**src/design/krt_pkg.sv**
```systemverilog
package krt_pkg;

  // request codes
  typedef enum logic [3:0] {
    OP_REGISTER   = 4'd0,
    OP_DISCONNECT = 4'd1,
    OP_CREATE     = 4'd2,
    OP_READ       = 4'd3,
    OP_ALTER      = 4'd4,
    OP_RESERVE    = 4'd5,
    OP_RELEASE    = 4'd6,
    OP_LIST       = 4'd7,
    OP_STATS      = 4'd8
  } op_e;

  // result status codes
  localparam logic [2:0] ST_OK      = 3'd0;
  localparam logic [2:0] ST_DUP_ID  = 3'd1;
  localparam logic [2:0] ST_FULL    = 3'd2;
  localparam logic [2:0] ST_EXISTS  = 3'd3;
  localparam logic [2:0] ST_MISSING = 3'd4;
  localparam logic [2:0] ST_BUSY    = 3'd5;
  localparam logic [2:0] ST_UNHELD  = 3'd6;
  localparam logic [2:0] ST_FOREIGN = 3'd7;

  // list filter codes, anything else lists all
  localparam logic [1:0] FILT_FREE     = 2'd1;
  localparam logic [1:0] FILT_RESERVED = 2'd2;

  // key compare results for the slot under the scan pointers
  typedef struct packed {
    logic name_hit;
    logic owner_hit;
    logic client_hit;
  } hit_t;

endpackage

```
**src/design/krt_cmp.sv**
```systemverilog
module krt_cmp import krt_pkg::*; #(
  parameter int NAME_BITS = 64,
  parameter int ID_BITS   = 64
) (
  input  logic [NAME_BITS-1:0] key_name_i,
  input  logic [ID_BITS-1:0]   key_id_i,
  input  logic [NAME_BITS-1:0] slot_name_i,
  input  logic [ID_BITS-1:0]   slot_owner_i,
  input  logic [ID_BITS-1:0]   client_id_i,
  output hit_t                 hit_o
);

  // one compare bank shared by every scan step
  assign hit_o.name_hit   = (key_name_i == slot_name_i);
  assign hit_o.owner_hit  = (key_id_i == slot_owner_i);
  assign hit_o.client_hit = (key_id_i == client_id_i);

endmodule
```
**config.mk**
```make
export PLATFORM = sky130hd
export DESIGN_NAME = krt_cmp
export DESIGN_NICKNAME = d
export VERILOG_FILES = /design/src/design/krt_pkg.sv /design/src/design/krt_cmp.sv
export SDC_FILE = /design/constraint.sdc
export NUM_CORES = 1
export LEC_CHECK = 0
export BUFFER_PORTS_ARGS = -buffer_cell sky130_fd_sc_hd__buf_4
export CAP_MARGIN = 10
export CORE_AREA = 5 5 123 125
export DETAILED_ROUTE_END_ITERATION = 10
export DIE_AREA = 0 0 128 130
export GPL_ROUTABILITY_DRIVEN = 0
export SETUP_SLACK_MARGIN = 0.15
export SKIP_LAST_GASP = 1
export SYNTH_ARGS = -nofsm -noshare
export SYNTH_HDL_FRONTEND = slang
export SYNTH_SLANG_ARGS = --single-unit
```
**constraint.sdc**
```tcl
create_clock -name vclk -period 1.2
set_input_delay 0.06 -clock vclk [all_inputs]
set_output_delay 0.06 -clock vclk [all_outputs]
set_load 0.02 [all_outputs]
```
==> flow_metrics.tcl, run 1 <==
set metrics [dict create \
    status "finished, violations left" \
    violations "negative setup slack" \
    grt.overflow.total 0 \
    std_cell_rows 43 \
    cpMostUsedCell "buf_4" \
    cpPeakStageDelay_ns 0.33 \
    stdcell_count 779 \
    period_minus_slack_ns 1.54 \
    synthCells 255 \
    nFillCells 1451 \
    power.density_nw_per_um2 320 \
    peakVddDrop_uv 143 \
    final_common_cell "buf_4" \
    multi_input_area_um2 2270 \
    crit_path_end_kind "output pin" \
    cp-start-kind "input port" \
    grt_usage_pct 13.2 \
    final_antenna_net_count 0 \
    routed_wl_um 12700 \
    nClkBuffers 0 \
    synth_area_per_cell_um2 8.16 \
    setup_slack_ns -0.338 \
    wl_per_cell_um 16.3 \
    die-area_um2 16600 \
    min-delay-path-class "in -> out" \
    start_util_pct 15.1 \
    whs_ns 0.719 \
    antenna_found_initial 0 \
    slew_viol_final 0 \
    ys_warn_count 0 \
    grt_pass1_vias 3510 \
    post_cts_buffers 0 \
    drt_pass1_iterations 4 \
    maxCapViolations 0 \
    viasPerCell 4.04 \
    die_h_um 130 \
    yosys.cell_types.count 4 \
    drt_iter0_drc 58 \
    hold_viol 0 \
    fin_setup_tns_ns -0.903 \
    dpl.hpwl_um 12000 \
    rsz0062_at_grt "yes" \
    drive_above_1_share_pct 61.1 \
    port_buffers 323 \
    grt_pass1_wl_um 17400 \
    areaGrowthSynthToFinish_pct 145 \
    cp.arrival_ns 1.48 \
    io-pin-count 323 \
    path_class "in -> out" \
    netlist_area_um2 2080 \
    fin_crit_sh_pct 128 \
    final_nets 921 \
    diodes 0 \
    die_w_um 128 \
    max_freq_mhz 650 \
    crit_chain "buf_4 > xor2_1 > nor4_1 > buf_4 > nand4_1 > nor4_4 > buf_4" \
    syn_nets 575 \
    ys_seq_area_share_pct 0 \
    final_area_um2 5100 \
    grt_max_degree 3 \
    finalSetupViolCount 3 \
    placed_cells 779 \
    seq_cells 0 \
    critPathRequiredTime_ns 1.14 \
    crit_fanout 1 \
    worst-slew-pin-transition_ns 0.391 \
    vias 3144 \
    core-area_um2 13800 \
    relSlewSlack_pct 73.7 \
    cp_slowest_cell "nor4_1" \
    layout.area.seq_um2 0 \
    drc 0 \
    power.static_leakage_uw 0.00258 \
    post-place-ws_ns -0.593 \
    dpl_cell_area_um2 4930 \
    layout_common_cells "buf_4 (337), xor2_1 (187), nor4_1 (34), nor4_2 (13), nand4_1 (12)" \
]
-- final timing paths --
check | from | to | slack, ns | cells after the start
setup / recovery | slot_owner_i[28] | hit_o[1] | -0.34 | 7
hold / removal | key_name_i[54] | hit_o[2] | 0.72 | 6
-- critical path: cells and delay by family --
kind	cells	cell delay (ns)
XOR/XNOR	1	0.15
buffers and inverters	3	0.47
AND/OR/NAND/NOR	3	0.80
-- per-layer routing --
layer / GRT usage [%] / wire [µm] / part of all wire, % / vias up
met2: 25.8 / 7250 / 57 / 95
li1: - / - / - / 1574
met4: 1.87 / 208 / 1.6 / 0
met1: 15.9 / 4640 / 37 / 1459
met5: 0 / 0 / 0 / -
met3: 1.11 / 554 / 4.4 / 16
-- metrics by stage --
step | utilization (%) | total power (µW)
floorplan | - | 453
global placement | 35.8 | 1520
detailed placement | 35.8 | 1550
CTS | 36.2 | 1590
global route | 37.0 | 1760
finish | 37.0 | 1630
-- repair_timing --
item / 4_1_cts / 5_1_grt
hold buffers: 0 / 0
endpoints found under the setup margin: 3 / 3
gates resized for setup: 12 / 16
pin swaps: 11 / 7
-- logic make-up (layout without fill, tap and decap cells) --
group	count (synthesis)	count (layout)	synth area share, %
buffers and inverters	0	344	0
AND/OR/NAND/NOR	63	63	19.2
XOR/XNOR	192	192	80.8
-- final cells by class --
| cell class | instances | share of cell area (%) |
|---|---|---|
| tap | 180 | 4.42 |
| timing repair buffer | 344 | 51.2 |
| multi-input combinational | 255 | 44.4 |
-- synthesized netlist by cell type --
master | n | share of area [%]
nand4_1 | 12 | 3.6
nor4_1 | 50 | 15
xor2_1 | 192 | 81
nor4_2 | 1 | 0.60
-- power breakdown --
| group | switching [µW] | internal, µW | leakage [µW] | total, µW |
|---|---|---|---|---|
| combinational | 611 | 1020 | 0.00258 | 1630 |
| clock | 0 | 0 | 0 | 0 |
| sequential | 0 | 0 | 0 | 0 |
| total | 611 | 1020 | 0.00258 | 1630 |
Power figures use the tool's default switching activity.
==> inputs of run 2 (changes only) <==
- SKIP_LAST_GASP: 1 -> default
==> run 2 against run 1 <==
  * Global-route usage stayed put
  * The run still ends with negative setup slack left
  * Wire length hardly changed
  * Critical path type unchanged
  * Worst hold slack stayed put
  * Count of clock-buffer cells in the layout stayed put
  * Fmax hardly changed
  * Non-clock buffer count stayed put
  * Final cell count stayed put
  * Via count hardly changed
  * Sequential share of layout area stayed put
  * First-iteration DRC count stayed put
  * Critical path depth stayed put
  * Sequential cell count stayed put
==> flow_metrics.tcl, run 2 (same netlist as run 1, synthesis figures left out) <==
set metrics [dict create \
    cp.arrival_ns 1.48 \
    fin_crit_sh_pct 128 \
    wl_met1_um 4640 \
    min-delay-path-class "in -> out" \
    grt_pass1_wl_um 17400 \
    grt.overflow.total 0 \
    crit_fanout 1 \
    die_w_um 128 \
    critPathRequiredTime_ns 1.14 \
    relSlewSlack_pct 73.7 \
    nClkBuffers 0 \
    max_freq_mhz 650 \
    cts_hold_buffers 0 \
    status "finished, violations left" \
    areaGrowthSynthToFinish_pct 145 \
    path_class "in -> out" \
    grt_pass1_vias 3510 \
    maxCapViolations 0 \
    critPathBufInv 3 \
    violations "negative setup slack" \
    drive_above_1_share_pct 61.1 \
    layout.area.seq_um2 0 \
    vias 3143 \
    drt_pass1_iterations 4 \
    slew_viol_final 0 \
    crit_chain "buf_4 > xor2_1 > nor4_1 > buf_4 > nand4_1 > nor4_4 > buf_4" \
    final_common_cell "buf_4" \
    finalSetupViolCount 3 \
    cp_slowest_cell "nor4_1" \
    top_layer "met4" \
    die_h_um 130 \
    std_cell_rows 43 \
    core-area_um2 13800 \
    critical-path-top-delay-family "simple AND/OR/NAND/NOR gates" \
    layout_common_cells "buf_4 (337), xor2_1 (187), nor4_1 (34), nor4_2 (13), nand4_1 (12)" \
    rsz0062_at_grt "yes" \
    dpl.hpwl_um 12000 \
    power.static_leakage_uw 0.00258 \
    cp-start-kind "input port" \
    port_buffers 323 \
    io-pin-count 323 \
    drc 0 \
    final_antenna_net_count 0 \
    power.density_nw_per_um2 320 \
    worst-slew-pin-transition_ns 0.391 \
    die-area_um2 16600 \
    drt_iter0_drc 58 \
    antenna_found_initial 0 \
    wl_per_cell_um 16.3 \
    dr_wl_met3_um 554 \
    seq_cells 0 \
    cpMostUsedCell "buf_4" \
    routed_wl_um 12700 \
    start_util_pct 15.1 \
    diodes 0 \
    grt_max_degree 3 \
    post-place-ws_ns -0.593 \
    grt_usage_pct 13.2 \
    fin_setup_tns_ns -0.903 \
    period_minus_slack_ns 1.54 \
    wl_met2_um 7250 \
    hold_viol 0 \
    final_nets 921 \
    peakVddDrop_uv 143 \
    crit_path_end_kind "output pin" \
    cpPeakStageDelay_ns 0.33 \
    setup_slack_ns -0.338 \
    viasPerCell 4.03 \
]
## run 2: cell types whose count changed in the layout (fill, tap and decap cells not counted)
cell / change
buf_8: +1
buf_6: -1
## run 2: power breakdown
part	leakage (µW)	internal [µW]	switching [µW]	total [µW]
logic	0.00258	1020	610	1630
clock network	0	0	0	0
registers	0	0	0	0
## run 2: final cells by class
| class | instances | area (µm²) |
|---|---|---|
| fill | 1449 | 8670 |
| multi-input combinational | 255 | 2270 |
| tap | 180 | 225 |
| timing repair buffer | 344 | 2610 |
## run 2: repair_timing
action	4_1_cts	5_1_grt
pin swaps	11	7
setup buffers	0	0
endpoints found under the setup margin	3	3
resized for setup	12	17
gates cloned	0	0
## run 2: path summary, 6_finish.rpt
kind	start	to	slack, ns	cells past startpoint
worst max-delay path	slot_owner_i[28]	hit_o[1]	-0.34	7
worst min-delay path	key_name_i[54]	hit_o[2]	0.72	6
## run 2: tightest hold or removal path, stage by stage
cell and delay, ns:
buf_4 0.08, xor2_1 0.13, nor4_1 0.06, nand4_1 0.11, nor4_4 0.06, buf_4 0.15
## run 2: per-layer routing
layer,vias up,global-route usage [%]
met5,-,0
met4,0,1.87
met3,16,1.11
met2,95,25.8
met1,1458,15.9
li1,1574,-
## run 2: through the flow
step                      utilization (%)  hold slack, ns  power, µW  cell area [µm²]  instances
after floorplan                         -           0.444        453             2120        255
after global placement               35.8           0.722       1520             4930        779
after detailed placement             35.8           0.718       1550             4930        779
after CTS                            36.2           0.721       1590             4990        779
after global routing                 37.1           0.752       1760             5100        779
final                                37.1           0.719       1630             5100        779
==> inputs of run 3 (changes only) <==
- CORE_AREA: 5 5 123 125 -> 5 5 122 124
- DIE_AREA: 0 0 128 130 -> 0 0 127 129
==> run 3 against run 2 <==
  * Core utilization fell by 0.60 points
  * Critical path depth is the same
  * The run still ends with negative setup slack left
  * Sequential cell count unchanged
  * Combinational power fell by 3%
  * Final cell count down 1.4%
  * Sequential share of layout area is the same
  * Power is 3.0% lower
  * First-iteration DRC count grew 22%
  * Global-route usage grew 0.58 points
  * Highest routed layer unchanged
  * Fmax decreased by 0.47%
  * Non-clock buffer count is 11 lower
==> flow_metrics.tcl, run 3 (same netlist as run 1, synthesis figures left out) <==
set metrics [dict create \
    period_minus_slack_ns 1.54 \
    grt_max_degree 3 \
    grt.overflow.total 0 \
    whs_ns 0.733 \
    dpl_cell_area_um2 4850 \
    die_w_um 127 \
    start_util_pct 15.2 \
    layout_common_cells "buf_4 (328), xor2_1 (187), nor4_1 (40), nand4_1 (12), nor4_4 (6)" \
    p_int_uw 996 \
    critPathRequiredTime_ns 1.14 \
    core-area_um2 13700 \
    dpl.hpwl_um 11800 \
    seq_cells 0 \
    drt_pass1_iterations 4 \
    crit_path_end_kind "output pin" \
    routed_wl_um 12500 \
    finalSetupViolCount 3 \
    rsz0062_at_grt "yes" \
    post-place-ws_ns -0.642 \
    power.density_nw_per_um2 318 \
    final_area_um2 4980 \
    final_antenna_net_count 0 \
    grt_pass1_wl_um 18100 \
    max_freq_mhz 647 \
    violations "negative setup slack" \
    relSlewSlack_pct 75.6 \
    drt_iter0_drc 71 \
    io-pin-count 323 \
    die_h_um 129 \
    stdcell_count 768 \
    post_cts_buffers 0 \
    power.static_leakage_uw 0.00253 \
    vias 3070 \
    cts_hold_buffers 0 \
    final_common_cell "buf_4" \
    nClkBuffers 0 \
    cp-start-kind "input port" \
    slew_viol_final 0 \
    maxCapViolations 0 \
    fin_setup_tns_ns -0.865 \
    fin_crit_sh_pct 129 \
    antenna_found_initial 0 \
    setup_slack_ns -0.345 \
    drc 0 \
    layout.area.seq_um2 0 \
    viasPerCell 4.00 \
    min-delay-path-class "in -> out" \
    clkPwrFrac_pct 0 \
    wl_per_cell_um 16.3 \
    port_buffers 323 \
    seq_power_share_pct 0 \
    drive_above_1_share_pct 59.4 \
    cp.arrival_ns 1.48 \
    status "finished, violations left" \
    grt_usage_pct 13.7 \
    worst-slew-pin-transition_ns 0.362 \
    crit_fanout 2 \
    share_comb_of_total_power_pct 100.0 \
    grt_pass1_vias 3495 \
    final_nets 910 \
    peakVddDrop_uv 173 \
    placed_cells 768 \
    die-area_um2 16400 \
    p_switching_uw 587 \
    areaGrowthSynthToFinish_pct 139 \
    std_cell_rows 43 \
    diodes 0 \
    swShare_pct 37.1 \
    hold_viol 0 \
    path_class "in -> out" \
]
## run 3: cell count changes in the layout (fill, tap and decap cells not counted), sizes merged
| cell | change |
|---|---|
| buf | -11 |
## run 3: path summary, 6_finish.rpt
| check | start | slack [ns] | cells past startpoint | end |
|---|---|---|---|---|
| worst max-delay path | key_id_i[36] | -0.34 | 7 | hit_o[1] |
| worst min-delay path | slot_name_i[48] | 0.73 | 6 | hit_o[2] |
## run 3: final cells by class
cell class                 count  area (µm²)
timing repair buffer         333        2520
tap                          180         225
multi-input combinational    255        2230
fill                        1425        8680
## run 3: stage by stage
stage	utilization, %	total power, µW
2_1_floorplan	-	453
3_3_place_gp	35.5	1480
3_5_place_dp	35.5	1520
4_1_cts	36.3	1580
5_1_grt	36.5	1720
6_report	36.5	1580
## run 3: what timing repair did
item / 4_1_cts / 5_1_grt
pin swaps: 15 / 1
endpoints found under the setup margin: 3 / 3
resized for setup: 19 / 3
endpoints found under the hold margin: 0 / 0
## run 3: worst max-delay path: stages
cell	delay (ns)
buf_8	0.11
xor2_2	0.17
nor4_2	0.29
buf_4	0.16
nand4_1	0.19
nor4_4	0.32
buf_4	0.18
## run 3: routing by layer
layer,global-route usage (%),wire (µm),up-vias,part of all wire (%)
li1,-,-,1553,-
met1,17.0,4700,1408,38
met2,26.3,7110,95,57
met3,1.29,464,14,3.7
met4,1.83,206,0,1.7
met5,0,0,-,0
## run 3: power by group through the flow
stage	logic [µW]	registers (µW)	clock network (µW)
2_1_floorplan	453	0	0
3_3_place_gp	1480	0	0
3_5_place_dp	1520	0	0
4_1_cts	1580	0	0
5_1_grt	1720	0	0
6_report	1580	0	0
